### config.mk
export PLATFORM = sky130hd
export DESIGN_NAME = plar_front
export DESIGN_NICKNAME = d
export VERILOG_FILES = /design/src/hdl/assert_macros.svh /design/src/hdl/plar_pkg.sv /design/src/hdl/plar_front.sv
export SDC_FILE = /design/constraint.sdc
export NUM_CORES = 1
export LEC_CHECK = 0
export BUFFER_PORTS_ARGS = -buffer_cell sky130_fd_sc_hd__buf_2
export CAP_MARGIN = 40
export CORE_ASPECT_RATIO = 2
export CORE_MARGIN = 3
export CORE_UTILIZATION = 38
export CTS_CLUSTER_DIAMETER = 150
export DETAILED_ROUTE_END_ITERATION = 6
export GPL_TIMING_DRIVEN = 0
export PLACE_DENSITY_LB_ADDON = 0.1
export SLEW_MARGIN = 20
export SYNTH_ARGS = -nofsm -noshare
export SYNTH_HDL_FRONTEND = slang
export SYNTH_SLANG_ARGS = --single-unit
### constraint.sdc
create_clock -name i_clk -period 4.9 [get_ports i_clk]
set_input_delay 0.245 -clock i_clk [delete_from_list [all_inputs] [get_ports i_clk]]
set_output_delay 0.245 -clock i_clk [all_outputs]
set_load 0.05 [all_outputs]
### src/hdl/assert_macros.svh
// assertion macros used by the top-level rtl file
`ifndef ASSERT_MACROS_SVH
`define ASSERT_MACROS_SVH

// concurrent check on an explicit clock and active-low reset
`define ASSERT_CLK(label, clk, rst_n, prop) \
    label: assert property (@(posedge clk) disable iff (!rst_n) prop) \
    else $error("assertion failed");

// concurrent check on the block clock and reset
`define ASSERT_ON(label, prop) \
    `ASSERT_CLK(label, i_clk, i_rst_n, prop)

`endif

### src/hdl/plar_pkg.sv
// types and constants of the polyline arc-length resampler
package plar_pkg;

    localparam int COORD_W     = 32;
    localparam int LEN_W       = 34;
    localparam int TOT_W       = 42;
    localparam int ALPHA_BITS  = 30;
    localparam int DIV_W       = 64;
    localparam int CNT_W       = 6;
    localparam int QUEUE_DEPTH = 4;
    localparam int QUEUE_AW    = 2;

    localparam logic [CNT_W-1:0] COUNT_RESET = 6'd16;

    localparam logic [1:0] STATUS_OK   = 2'd0;
    localparam logic [1:0] STATUS_FEW  = 2'd1;
    localparam logic [1:0] STATUS_ZERO = 2'd2;

    typedef struct packed {
        logic        final_pt;
        logic [31:0] pz;
        logic [31:0] py;
        logic [31:0] px;
    } t_item;

    typedef struct packed {
        logic             start;
        logic [DIV_W-1:0] num;
        logic [LEN_W-1:0] den;
    } t_div_req;

    typedef struct packed {
        logic             done;
        logic [DIV_W-1:0] quo;
        logic [LEN_W-1:0] rem;
    } t_div_rsp;

endpackage

### src/hdl/plar_front.sv
// input side: accepts point words into a short queue for the back end
module plar_front (
    input  logic            i_clk,
    input  logic            i_rst_n,
    input  logic            i_valid,
    output logic            o_ready,
    input  plar_pkg::t_item i_item,
    output logic            o_q_valid,
    input  logic            i_q_ready,
    output plar_pkg::t_item o_q_item
);
    import plar_pkg::*;

    t_item               r_mem [QUEUE_DEPTH];
    logic [QUEUE_AW-1:0] r_wp;
    logic [QUEUE_AW-1:0] r_rp;
    logic [QUEUE_AW:0]   r_cnt;
    logic                push;
    logic                pop;

    assign o_ready   = (r_cnt != (QUEUE_AW+1)'(QUEUE_DEPTH));
    assign o_q_valid = (r_cnt != '0);
    assign o_q_item  = r_mem[r_rp];
    assign push      = i_valid && o_ready;
    assign pop       = o_q_valid && i_q_ready;

    always_ff @(posedge i_clk) begin
        if (push) begin
            r_mem[r_wp] <= i_item;
        end
    end

    always_ff @(posedge i_clk) begin
        if (!i_rst_n) begin
            r_wp  <= '0;
            r_rp  <= '0;
            r_cnt <= '0;
        end else begin
            if (push) begin
                r_wp <= r_wp + 1'b1;
            end
            if (pop) begin
                r_rp <= r_rp + 1'b1;
            end
            if (push && !pop) begin
                r_cnt <= r_cnt + 1'b1;
            end else if (pop && !push) begin
                r_cnt <= r_cnt - 1'b1;
            end
        end
    end
endmodule

==> flow_summary.ini <==
[cells_and_area]
layout_common_cells = edfxtp_1 (388), buf_2 (209), mux4_2 (97), dlygate4sd3_1 (97), clkbuf_16 (37)
layout_commonest_cell = edfxtp_1
area_growth_pct = 26.5
final_cells = 1381
fin_nets = 1003
drive_above_1_share = 0.400
final_util = 0.489

[global_route]
grt_pass1_wl_um = 45300
grt_max_degree = 42
overflow = 0
grt_pass1_vias = 7809
grt_antenna_before_repair = 2
grt_usage = 0.149

[power]
power_switching_mw = 3.55
vdd.ir_drop.worst_v = 0.000375
pwr_density_cell_nw_per_um2 = 561
swShare = 0.346
leakage_nw = 6.17
pwr-share-clk = 0.254
pwr-share-seq = 0.410
p_int_mw = 6.70
combPwrFrac = 0.336

[cts]
cts_buffer_depth = 3
h-tree-depth = 2
cts_tree = done
cts_setup_buffers = 0
clkTransAtPathRegs_ns = 0.06
cts_resized = 0
cts_root_buf = clkbuf_16
cts.sinks = 397
clock_latency_ns = 0.51
cts-buffers-inserted = 36
cts_hold_buf = 97

[flow_run]
maxCapViolCount = 0

[critical_path]
cp.arrival_ns = 2.37
worstPathCellList = buf_2, buf_2, buf_2, mux4_2, buf_2
crit_family = buffers and inverters
critPathSlowestCell = mux4_2
crit_path_end_kind = output port
path_class = flip-flop to output port
cp_max_fo = 10
max_stage_delay_ns = 0.37
critPathRequiredTime_ns = 4.66
cpMostUsedCell = buf_2
crit_path_start_kind = flip-flop
critPathBufInv = 4

[timing]
rsz0062_at_grt = false
timing_hold_violations_final = 0
fin_crit_ns = 2.61
worst_pin_slew_ns = 0.691
finalCritPeriodShare = 0.533
finalClockSkew_ns = 0.0121
maxSlewHeadroom = 0.539
max_freq_ghz = 0.383
holdWs_ns = 0.127
setup_viol = 0
slew_violations = 0

[detailed_routing]
first_iter_violations = 271
ant_nets = 0
vias = 6898
routedWlPerCell_um = 21.8
firstDrtPassIters = 4
wl_um = 30100
via_per_inst = 4.99
drc = 0

[die]
ios = 200
rows = 100
die_w_um = 144
core_area_sq_um = 37400
start_util = 0.386
die_y_um = 282
die_area_sq_um = 40600

[yosys]
ys_ff_latch = 397
synth_cells = 555
yosysSeqAreaShare = 0.818
yosysWarnings = 0
syn_nets = 662
synth_cell_types = 23
syn_area_per_cell_sq_um = 26.1
synth_area_sq_um = 14500

[worst_hold_path]
hold_class = input pin to flip-flop

[place]
dp_cells = 1220
io_buffers = 198
dp.final_hpwl_um = 19600
gp_congestion = 0.665

[run_status]
outcome = finished clean
==> worst reg2reg max path: stages (launching register included) <==
cell and delay (ns):
dfxtp_1 0.46, nor2_1 0.11, a21boi_2 0.37, and2_4 0.56, buf_12 0.31, buf_16 0.28
==> flip-flops by register name (all words and copies together), names as in the netlist, named ones only <==
| name | flops |
|---|---|
| r_mem | 388 |
| r_cnt | 3 |
| r_rp | 2 |
| r_wp | 2 |
==> final timing paths <==
check | from | slack [ns] | cells after the start | to
max | flip-flop | 2.29 | 5 | o_q_item[79]
max reg2reg | r_cnt[0] | 2.43 | 5 | r_mem[3][53]
min reg2reg | r_wp[1] | 0.50 | 2 | r_wp[1]
min | i_rst_n | 0.13 | 3 | r_wp[1]
==> logic make-up after synthesis <==
logic type                 after synthesis  share of synthesized area
muxes                                  100                      0.153
buffers and inverters                   26                     0.0113
and+or+nand+nor                         17                    0.00632
DFF                                    397                      0.818
xor gates and xnor gates                 4                    0.00242
adders and majority gates                6                    0.00571
AOI/OAI and AO/OA                        5                    0.00277
==> layout make-up <==
type / instances / area [sq um]
multi-input cells: 132 / 2470
inverters: 3 / 11.3
fillers: 3060 / 19100
clock inverters: 15 / 119
repair buffers: 303 / 2160
plain buffers: 23 / 153
flip-flops and latches: 397 / 11800
clock buffers: 47 / 963
well taps: 459 / 574
diodes: 2 / 5.00
==> cells in the mapped netlist, drive strengths merged <==
cell type    n  share of area
edfxtp     388           0.81
mux4        97           0.15
buf         16         0.0087
dfxtp        9          0.012
and2         8         0.0035
clkbuf       7         0.0018
ha           5         0.0043
nand2        5         0.0013
inv          3        0.00078
mux2i        3         0.0021
xnor2        3         0.0018
a21boi       2         0.0013
or3          2        0.00087
fa           1         0.0014
nor2         1        0.00026
nor2b        1        0.00043
o21ai        1        0.00035
o311ai       1        0.00061
o31ai        1        0.00052
xor2         1        0.00061
==> per-layer routing <==
metal,track usage,vias to the layer above,part of all wire
met2,0.293,186,0.58
met5,0,-,0
met4,0.0442,0,0.024
met1,0.156,3603,0.35
li1,-,3067,-
met3,0.0294,42,0.049
==> per-stage QoR <==
step / setup slack [ns] / setup TNS (ns) / area (sq um) / power, mW
after floorplan: 1.37 / 0 / 14500 / 6.88
after global placement: -0.569 / -209.15 / 16000 / 7.67
after detailed placement: 2.39 / 0 / 16200 / 7.74
after CTS: 2.18 / 0 / 18300 / 10.4
after global routing: 2.18 / 0 / 18300 / 10.7
final: 2.29 / 0 / 18300 / 10.3
==> power by group through the flow <==
stage	Combinational (mW)	Clock, mW	Sequential [mW]
2_1_floorplan	2.60	0	4.28
3_3_place_gp	3.35	0	4.32
3_5_place_dp	3.46	0	4.28
4_1_cts	3.53	2.71	4.21
5_1_grt	3.63	2.82	4.23
6_report	3.44	2.61	4.20
Power figures use the tool's default switching activity.
