<file path="config.mk">
export PLATFORM = sky130hd
export DESIGN_NAME = plar_div
export DESIGN_NICKNAME = d
export VERILOG_FILES = /design/src/hdl/assert_macros.svh /design/src/hdl/plar_pkg.sv /design/src/hdl/plar_div.sv
export SDC_FILE = /design/constraint.sdc
export NUM_CORES = 1
export LEC_CHECK = 0
export ABC_AREA = 1
export BUFFER_PORTS_ARGS = -buffer_cell sky130_fd_sc_hd__buf_4
export CORE_MARGIN = 5
export CORE_UTILIZATION = 26
export CTS_CLUSTER_DIAMETER = 60
export DETAILED_ROUTE_END_ITERATION = 7
export SLEW_MARGIN = 20
export SYNTH_ARGS = -nofsm -noshare
export SYNTH_HDL_FRONTEND = slang
export SYNTH_SLANG_ARGS = --single-unit
export TNS_END_PERCENT = 1
</file>
<file path="constraint.sdc">
create_clock -name i_clk -period 8.81 [get_ports i_clk]
set_input_delay 0.4405 -clock i_clk [delete_from_list [all_inputs] [get_ports i_clk]]
set_output_delay 0.4405 -clock i_clk [all_outputs]
set_load 0.005 [all_outputs]
</file>
<file path="src/hdl/assert_macros.svh">
// assertion macros used by the top-level rtl file
`ifndef ASSERT_MACROS_SVH
`define ASSERT_MACROS_SVH

// concurrent check on an explicit clock and active-low reset
`define ASSERT_CLK(label, clk, rst_n, prop) \
    label: assert property (@(posedge clk) disable iff (!rst_n) prop) \
    else $error("assertion failed");

// concurrent check on the block clock and reset
`define ASSERT_ON(label, prop) \
    `ASSERT_CLK(label, i_clk, i_rst_n, prop)

`endif

</file>
<file path="src/hdl/plar_pkg.sv">
// types and constants of the polyline arc-length resampler
package plar_pkg;

    localparam int COORD_W     = 32;
    localparam int LEN_W       = 34;
    localparam int TOT_W       = 42;
    localparam int ALPHA_BITS  = 30;
    localparam int DIV_W       = 64;
    localparam int CNT_W       = 6;
    localparam int QUEUE_DEPTH = 4;
    localparam int QUEUE_AW    = 2;

    localparam logic [CNT_W-1:0] COUNT_RESET = 6'd16;

    localparam logic [1:0] STATUS_OK   = 2'd0;
    localparam logic [1:0] STATUS_FEW  = 2'd1;
    localparam logic [1:0] STATUS_ZERO = 2'd2;

    typedef struct packed {
        logic        final_pt;
        logic [31:0] pz;
        logic [31:0] py;
        logic [31:0] px;
    } t_item;

    typedef struct packed {
        logic             start;
        logic [DIV_W-1:0] num;
        logic [LEN_W-1:0] den;
    } t_div_req;

    typedef struct packed {
        logic             done;
        logic [DIV_W-1:0] quo;
        logic [LEN_W-1:0] rem;
    } t_div_rsp;

endpackage

</file>
<file path="src/hdl/plar_div.sv">
// iterative restoring divider, one quotient bit per cycle
module plar_div (
    input  logic               i_clk,
    input  logic               i_rst_n,
    input  plar_pkg::t_div_req i_req,
    output plar_pkg::t_div_rsp o_rsp
);
    import plar_pkg::*;

    localparam int SW = $clog2(DIV_W);

    logic             r_busy;
    logic             r_done;
    logic [SW-1:0]    r_step;
    logic [DIV_W-1:0] r_num;
    logic [DIV_W-1:0] r_quo;
    logic [LEN_W-1:0] r_rem;
    logic [LEN_W-1:0] r_den;
    logic [LEN_W:0]   shifted;
    logic [LEN_W:0]   diff;
    logic             ge;

    assign shifted = {r_rem, r_num[DIV_W-1]};
    assign ge      = (shifted >= {1'b0, r_den});
    assign diff    = shifted - {1'b0, r_den};

    always_ff @(posedge i_clk) begin
        if (i_req.start) begin
            r_num <= i_req.num;
            r_den <= i_req.den;
            r_rem <= '0;
            r_quo <= '0;
        end else if (r_busy) begin
            r_num <= {r_num[DIV_W-2:0], 1'b0};
            r_rem <= ge ? diff[LEN_W-1:0] : shifted[LEN_W-1:0];
            r_quo <= {r_quo[DIV_W-2:0], ge};
        end
    end

    always_ff @(posedge i_clk) begin
        if (!i_rst_n) begin
            r_busy <= 1'b0;
            r_done <= 1'b0;
            r_step <= '0;
        end else begin
            r_done <= 1'b0;
            if (i_req.start) begin
                r_busy <= 1'b1;
                r_step <= '0;
            end else if (r_busy) begin
                r_step <= r_step + 1'b1;
                if (r_step == SW'(DIV_W-1)) begin
                    r_busy <= 1'b0;
                    r_done <= 1'b1;
                end
            end
        end
    end

    assign o_rsp.done = r_done;
    assign o_rsp.quo  = r_quo;
    assign o_rsp.rem  = r_rem;
endmodule

</file>
==> impl_metrics.json, run 1 <==
{
  "status": "finished, final reports clean",
  "gp_congestion": 0.857,
  "diodes": 0,
  "ctsResizeCount": 0,
  "grt-ovfl-total": 0,
  "grtUsageMet2_pct": 21.3,
  "p_sw_share_pct": 24.7,
  "port_buffers": 199,
  "drt_first_pass_iters": 6,
  "power_frac_seq_pct": 45.5,
  "holdWs_ps": 47.6,
  "cts_tree": "built",
  "worstSetupEndpointType": "flop",
  "yosys-top-cells-area": "edfxtp_1 29%, dfxtp_1 21%, nand2_1 18%",
  "cts_made_buffers": 27,
  "crit_end": "r_step[4]",
  "cp.required_ps": 9260,
  "power_switching_w": 0.000578,
  "drtAntennaViolNets": 0,
  "die_h_um": 207,
  "top_usage_layer": "met2",
  "setup.worst_path.start": "i_req[98]",
  "tightestPinTransition_ps": 985,
  "synth_top_area_share_pct": 29.1,
  "r2r_end": "r_rem[30]",
  "grt_pass1_wl_mm": 45.8,
  "path_class": "input pin to flop",
  "cts_setup_buffers": 0,
  "area_delta_synth_final_pct": 28.6,
  "io_pins": 200,
  "initial_core_util_pct": 26.3,
  "hold_path_class": "input pin to flop",
  "postCtsHoldBufs": 0,
  "clockBufferDepth": 3,
  "yosys_warnings": 0,
  "clockRootBuffer": "clkbuf_16",
  "grt_usage_pct": 12.8,
  "synth_fp_nets": 1443,
  "rsz0062_at_grt": "no",
  "worstPathCellList": "buf_4 -> buf_4 -> clkinv_2 -> nand2_1 -> inv_1 -> o21ai_0 -> a21oi_1",
  "slew_viol_final": 0,
  "insertion_delay_ps": 570,
  "min_period_ps": 2710,
  "finalNetCount": 1636,
  "drive_gt1_share_pct": 18.1,
  "grtUsageMet1_pct": 16.4,
  "viasPerCell": 4.25,
  "power.share.clock_pct": 46.7,
  "wl_per_cell_um": 13.9,
  "instances_no_fill": 2038,
  "fp.dieArea_mm2": 0.0430,
  "ir_drop_mv": 0.109,
  "path_common_cell": "buf_4",
  "grt_max_degree": 90,
  "cts.htree.levels": 1,
  "synth-seq-cells": 204,
  "synth_cell_types": 41,
  "r2r_slack_ps": 6300,
  "gr-usage-met3_pct": 4.00,
  "slowest_delay_ps": 820,
  "drtIter0Drc": 374,
  "p_comb_share_pct": 7.8,
  "worst_setup_path_start_kind": "input pin",
  "relSlewSlack_pct": 34.4,
  "reg2reg_depth": 14,
  "arrival_ps": 3160,
  "avgSynthCellArea_um2": 7.75,
  "die_width_um": 207,
  "powerDensity_mw_per_mm2": 180,
  "critPathSlowestCell": "clkinv_2",
  "coreArea_mm2": 0.0386,
  "tns_ps": 0,
  "timing.fmax_mhz": 369,
  "grt_pass1_vias": 8541,
  "clock_skew_ps": 15.0,
  "hold_viol": 0,
  "place_inst": 1988,
  "maxCapViolCount": 0,
  "finalCritPeriodShare_pct": 30.8,
  "p_int_w": 0.00176,
  "final_cell_mix": "495 x nand2_1, 209 x inv_1, 204 x buf_4",
  "layout_commonest_cell": "nand2_1",
  "yosysTopAreaCell": "edfxtp_1",
  "crit_path_max_fanout": 66,
  "antenna_found_initial": 2,
  "setup_viol": 0,
  "dp_hpwl_mm": 20.9,
  "vias": 8653,
  "power_leakage_nw": 6.34,
  "syn_area_mm2": 0.0101,
  "clock_sinks": 204,
  "r2r-start": "r_den[25]",
  "syn-instance-count": 1306,
  "ys_seq_area_share_pct": 50.0,
  "row_count": 72,
  "drc_errors": 0,
  "path_clk_slew_ps": 60,
  "wl_mm": 28.2
}
[worst min-delay path by stage]
stage	slack [ps]	from	cells after the start	to
CTS	10	i_req[5]	1	r_den[5]
detailed placement	460	r_quo[63]	2	r_quo[63]
floorplan	450	r_step[4]	2	r_done
global route	20	i_req[5]	1	r_den[5]
global placement	450	r_quo[63]	2	r_quo[63]
finish	50	i_req[5]	1	r_den[5]
[state kept, by name, summed over array words and instances, names as in the netlist]
| name | flops |
|---|---|
| r_num | 64 |
| r_step | 6 |
| r_rem | 34 |
| r_quo | 64 |
| r_den | 34 |
| r_done | 1 |
| r_busy | 1 |
[stage by stage]
stage               util, %  setup WS (ps)  total power (W)  cell area (um2)
floorplan                 -           5510          0.00119            10100
global placement       31.4           5900          0.00127            12100
detailed placement     31.4           5790          0.00127            12100
CTS                    33.8           6210          0.00238            13000
global route           33.8           5710          0.00245            13000
finish                 33.8           6100          0.00234            13000
[critical path: cells and delay by family]
kind / cells / cell delay [ps]
AOI/OAI and AO/OA: 2 / 150
buffers and inverters: 4 / 2040
and+or+nand+nor: 1 / 440
[power by group through the flow]
stage	combinational, W	sequential, W	clock, W
after floorplan	0.000113	0.00108	0
after global placement	0.000183	0.00108	0
after detailed placement	0.000186	0.00108	0
after CTS	0.000187	0.00106	0.00113
after global routing	0.000209	0.00107	0.00117
final	0.000183	0.00106	0.00109
[area by class of cell]
cell class / instances / area [um2]
clock buffers: 35 / 757
clock inverters: 15 / 138
fillers: 4192 / 25500
inverters: 219 / 826
multi-input cells: 843 / 4050
flip-flops and latches: 204 / 5060
well taps: 518 / 648
repair buffers: 204 / 1530
[per-layer routing]
metal	vias to the layer above	part of all wire, %
met4	4	2.3
met5	-	0.053
li1	4520	-
met3	44	6.7
met1	3900	44
met2	185	47
[synthesized netlist by cell type]
library cell,instances
nand3_1,39
nand2_1,495
nor3_2,1
a21oi_1,36
nand2_4,1
o21ai_1,15
edfxtp_1,98
o22ai_1,61
nand3_2,1
buf_2,1
buf_4,2
nor3b_1,1
buf_1,4
nor2_1,71
dfxtp_1,106
clkinv_1,3
or2_2,1
o211ai_1,7
xnor2_1,16
nand4_1,12
o21ai_0,12
a21oi_2,1
a31oi_1,1
buf_6,4
nor3_1,7
inv_1,210
o21bai_1,1
nor2_2,4
a21o_1,1
or2_1,5
ha_1,35
nand3b_1,4
inv_2,6
and3_1,1
xor2_1,3
nand2_8,1
clkbuf_1,29
fa_1,1
nand2_2,6
o21a_1,2
and2_1,1
[kinds of logic (layout without fill, tap and decap cells)]
kind of cell    count (synthesis)  count (layout)  synth area share, %
compound gates                137             137                 7.85
buf+inv                       259             473                 9.98
fa+ha+maj                      36              36                 4.52
flops                         204             204                 50.0
xor+xnor                       19              19                 1.64
simple gates                  651             651                 26.0
No activity file was read; power rests on OpenSTA's default activity.
==> run 2: changes to the inputs <==
Clock period 8.81 ns to 2.77 ns, I/O delays scaled along.
==> impl_metrics.json, run 2 (synthesized netlist as in run 1, its figures left out) <==
{
  "finalNetCount": 1741,
  "gp_congestion": 0.968,
  "insertion_delay_ps": 550,
  "critPathSlowestCell": "ha_1",
  "reg2reg_depth": 14,
  "antenna_found_initial": 3,
  "tns_ps": 0,
  "wl_per_cell_um": 14.0,
  "r2r_end": "r_rem[26]",
  "worstSetupEndpointType": "flop",
  "cp.required_ps": 3260,
  "hold_path_class": "input pin to flop",
  "worstPathCellList": "inv_1 -> ha_1 -> nand2_1 -> nor2_1 -> nand2_1 -> nor2_1 -> nand3_1 -> nand2_1 -> inv_2 -> nand2_8 -> nand2_2 -> nor2_1 -> nor2_1 -> nor2_1",
  "crit_path_max_fanout": 52,
  "powerDensity_mw_per_mm2": 531,
  "grt_max_degree": 102,
  "fp.dieArea_mm2": 0.0430,
  "row_count": 72,
  "tightestPinTransition_ps": 635,
  "status": "finished, final reports clean",
  "grt_usage_pct": 13.6,
  "cts_made_buffers": 27,
  "viasPerCell": 4.26,
  "design_area_mm2": 0.0141,
  "initial_core_util_pct": 26.3,
  "die_width_um": 207,
  "cts_setup_buffers": 0,
  "path_class": "flop to flop",
  "slew_viol_final": 0,
  "dp_hpwl_mm": 21.8,
  "layout_commonest_cell": "nand2_1",
  "area_delta_synth_final_pct": 38.8,
  "setup.worst_path.start": "r_den[15]",
  "clock_sinks": 204,
  "path_clk_slew_ps": 60,
  "ir_drop_mv": 0.395,
  "grt-ovfl-total": 0,
  "r2r_slack_ps": 320,
  "drive_gt1_share_pct": 17.0,
  "crit_end": "r_rem[26]",
  "clockRootBuffer": "clkbuf_16",
  "cts.htree.levels": 1,
  "die_h_um": 207,
  "grt_pass1_vias": 9158,
  "maxCapViolCount": 0,
  "critPathBufInv": 2,
  "drtIter0Drc": 434,
  "final_cell_mix": "495 x nand2_1, 209 x inv_1, 207 x buf_4",
  "io_pins": 200,
  "fillers": 4047,
  "power_leakage_nw": 6.78,
  "relSlewSlack_pct": 57.7,
  "gr-usage-met3_pct": 3.66,
  "rsz0062_at_grt": "no",
  "cts_tree": "built",
  "grtUsageMet2_pct": 23.1,
  "drtAntennaViolNets": 0,
  "post_dp_cell_area_mm2": 0.0122,
  "coreArea_mm2": 0.0386,
  "crit_cells": 14,
  "top_usage_layer": "met2",
  "clock_skew_ps": 9.52,
  "wl_mm": 30.0,
  "r2r-start": "r_den[15]",
  "drc_errors": 0,
  "slowest_delay_ps": 340,
  "worst_setup_path_start_kind": "flop",
  "timing.fmax_mhz": 409,
  "clockBufferDepth": 3,
  "hold_viol": 0,
  "min_period_ps": 2450,
  "finalCritPeriodShare_pct": 88.4,
  "top_regs": "r_num: 64 flops, r_quo: 64 flops",
  "grtUsageMet1_pct": 17.1,
  "arrival_ps": 2940,
  "worst_path_dominant_cell_family": "simple AND/OR/NAND/NOR gates",
  "port_buffers": 199,
  "path_common_cell": "nor2_1",
  "setup_viol": 0,
  "grt_pass1_wl_mm": 48.4,
  "vias": 9141,
  "drt_first_pass_iters": 5
}
-- run 2: cell count changes in the layout (fill, tap and decap cells not counted), moves of 2 or more --
cell	delta
buf_12	+2
buf_4	+3
clkbuf_1	+4
clkbuf_8	-3
clkinv_4	-2
dlygate4sd3_1	+100
-- run 2: worst min-delay path by stage --
stage / to / startpoint / cells after the start / slack [ps]
after CTS: r_den[21] / i_req[21] / 2 / 280
after floorplan: r_den[0] / i_req[0] / 0 / 240
after detailed placement: r_den[30] / i_req[30] / 1 / 320
after global routing: r_den[2] / i_req[2] / 2 / 290
final: r_den[19] / i_req[19] / 2 / 300
after global placement: r_den[32] / i_req[32] / 1 / 320
-- run 2: area by class of cell --
| class | instances | area, um2 | share of cell area, % |
|---|---|---|---|
| Timing Repair Buffer | 309 | 2590 | 18.5 |
| Multi-Input combinational cell | 843 | 4050 | 28.8 |
| Clock inverter | 14 | 134 | 0.953 |
| Clock buffer | 36 | 731 | 5.20 |
| Inverter | 219 | 825 | 5.87 |
| Sequential cell | 204 | 5060 | 36.0 |
| Antenna cell | 1 | 2.50 | 0.0178 |
| Tap cell | 518 | 648 | 4.61 |
-- run 2: report_power, final --
group	internal, W	leakage, nW	switching (W)	total [W]
Clock	0.00198	0.432	0.00139	0.00337
Combinational	0.000326	4.50	0.000397	0.000723
Sequential	0.00333	1.84	0.0000406	0.00337
-- run 2: stage by stage --
stage          power, W  worst slack (ps)  hold WS, ps  cells  util, %
2_1_floorplan   0.00379              8.38          237   1306        -
3_3_place_gp    0.00404               331          319   1993     31.6
3_5_place_dp    0.00405               305          318   1993     31.6
4_1_cts         0.00760               289          284   2143     36.4
5_1_grt         0.00782              26.3          293   2143     36.4
6_report        0.00747               322          303   2144     36.4
-- run 2: worst register-to-register path, cell delays in order, from the launching register on --
cell and delay (ps):
edfxtp_1 330, inv_1 50, ha_1 340, nand2_1 110
nor2_1 250, nand2_1 150, nor2_1 140, nand3_1 90
nand2_1 90, inv_2 100, nand2_8 260, nand2_2 200
nor2_1 130, nor2_1 60, nor2_1 70
-- run 2: timing repair --
| item | 4_1_cts | 5_1_grt |
|---|---|---|
| endpoints found under the setup margin | 0 | 0 |
| hold buffers | 100 | 0 |
| endpoints found under the hold margin | 107 | 0 |
| gates resized for setup | 0 | 0 |
-- run 2: per-layer routing --
layer,vias up,share of wire [%],routed length [um]
met4,4,2.7,807
met3,56,7.3,2200
met2,261,47,14100
li1,4723,-,-
met1,4097,43,12900
met5,-,0.063,19
==> run 3: changes to the inputs <==
Settings changed: PLACE_DENSITY_LB_ADDON set to 0.08.
==> impl_metrics.json, run 3 (synthesized netlist as in run 1, its figures left out) <==
{
  "drtIter0Drc": 472,
  "grt_usage_pct": 14.1,
  "maxCapViolCount": 0,
  "top_regs": "r_num: 64 flops, r_quo: 64 flops",
  "arrival_ps": 2940,
  "row_count": 72,
  "path_class": "flop to flop",
  "finalNetCount": 1745,
  "path_clk_slew_ps": 60,
  "worstSetupEndpointType": "flop",
  "hold_viol": 0,
  "clock_skew_ps": 41.6,
  "layout_commonest_cell": "nand2_1",
  "grt_pass1_vias": 9215,
  "fillers": 4155,
  "gp_congestion": 0.860,
  "cp.required_ps": 3210,
  "finalCritPeriodShare_pct": 89.9,
  "die_width_um": 207,
  "relSlewSlack_pct": 55.4,
  "min_period_ps": 2490,
  "tightestPinTransition_ps": 669,
  "worst_setup_path_start_kind": "flop",
  "wl_mm": 31.5,
  "ir_drop_mv": 0.383,
  "die_h_um": 207,
  "area_delta_synth_final_pct": 40.3,
  "dp_hpwl_mm": 22.8,
  "cts.htree.levels": 1,
  "rsz0062_at_grt": "no",
  "hold_path_class": "input pin to flop",
  "holdWs_ps": 269,
  "p_sw_share_pct": 24.1,
  "slew_viol_final": 0,
  "final_cell_mix": "495 x nand2_1, 209 x inv_1, 207 x buf_4",
  "fp.dieArea_mm2": 0.0430,
  "finalPower_w": 0.00787,
  "post_dp_cell_area_mm2": 0.0122,
  "grt_max_degree": 64,
  "reg2reg_depth": 10,
  "design_area_mm2": 0.0142,
  "drc_errors": 0,
  "whs_path_depth": 2,
  "power.share.clock_pct": 47.8,
  "cts_made_buffers": 30,
  "status": "finished, final reports clean",
  "p_comb_share_pct": 9.3,
  "grt-ovfl-total": 0,
  "power_leakage_nw": 6.84,
  "insertion_delay_ps": 590,
  "io_pins": 200,
  "coreArea_mm2": 0.0386,
  "vias": 9015,
  "powerDensity_mw_per_mm2": 554,
  "clockRootBuffer": "clkbuf_16",
  "cts_tree": "built",
  "crit_path_max_fanout": 26,
  "antenna_found_initial": 3,
  "drive_gt1_share_pct": 17.3,
  "power_frac_seq_pct": 42.9,
  "clock_sinks": 204,
  "drtAntennaViolNets": 0,
  "clockBufferDepth": 3,
  "cts_setup_buffers": 0,
  "port_buffers": 199,
  "timing.fmax_mhz": 401,
  "setup_viol": 0,
  "grt_pass1_wl_mm": 49.8,
  "wl_per_cell_um": 14.7,
  "viasPerCell": 4.19,
  "tns_ps": 0,
  "fin_util_pct": 36.8,
  "drt_first_pass_iters": 4,
  "initial_core_util_pct": 26.3,
  "p_int_w": 0.00597,
  "power_switching_w": 0.00190
}
## run 3: cell count changes in the layout (fill, tap and decap cells not counted), sizes merged
cell and change:
clkbuf +7, inv -2, nand2 +1
## run 3: path summary, 6_finish.rpt
check	start	end	slack, ps
worst min register to register	r_step[4]	r_done	480
worst max register to register	r_rem[27]	r_rem[19]	280
worst max-delay path	r_rem[27]	r_rem[19]	280
worst min-delay path	i_req[6]	r_den[6]	270
## run 3: layout make-up
cell class	count	area (um2)	area share [%]
sequential	204	5060	35.7
multi-input combinational	844	4070	28.6
timing repair buffer	309	2590	18.3
clock buffer	43	876	6.17
inverter	219	825	5.80
tap	518	648	4.56
clock inverter	12	128	0.898
antenna	1	2.50	0.0176
## run 3: routing by layer
layer  global-route usage (%)  routed length [um]  part of all wire [%]  vias up
met5                        0                  19                 0.060        -
met4                     3.81                 841                   2.7        4
met3                     3.88                1860                   5.9       53
met2                     24.1               15200                    48      167
met1                     17.5               13600                    43     4045
li1                         -                   -                     -     4746
## run 3: per-stage QoR
stage | setup WS, ps | instances
6_report | 278 | 2150
3_5_place_dp | 167 | 1993
3_3_place_gp | 168 | 1993
5_1_grt | 59.6 | 2150
4_1_cts | 142 | 2148
2_1_floorplan | 8.38 | 1306
## run 3: repair_timing
| action | in CTS | in global routing |
|---|---|---|
| hold buffers | 100 | 0 |
| hold endpoints to repair | 112 | 0 |
| endpoints found under the setup margin | 0 | 3 |
| resized for setup | 0 | 1 |
## run 3: power by group through the flow
stage                     sequential [W]  clock, W  combinational, W
after floorplan                  0.00343         0          0.000360
after global placement           0.00344         0          0.000633
after detailed placement         0.00344         0          0.000628
after CTS                        0.00338   0.00391          0.000745
after global routing             0.00339   0.00404          0.000818
final                            0.00338   0.00376          0.000728
## run 3: worst max-delay path, cell delays in order, from the launching register on
cell     delay (ps)
dfxtp_1         430
ha_1            350
a21oi_2         270
o21ai_0         150
a21oi_1         160
nand2_1          80
inv_2           230
nand2_4         280
or2_1           290
nand3_1          70
nand2_1          50
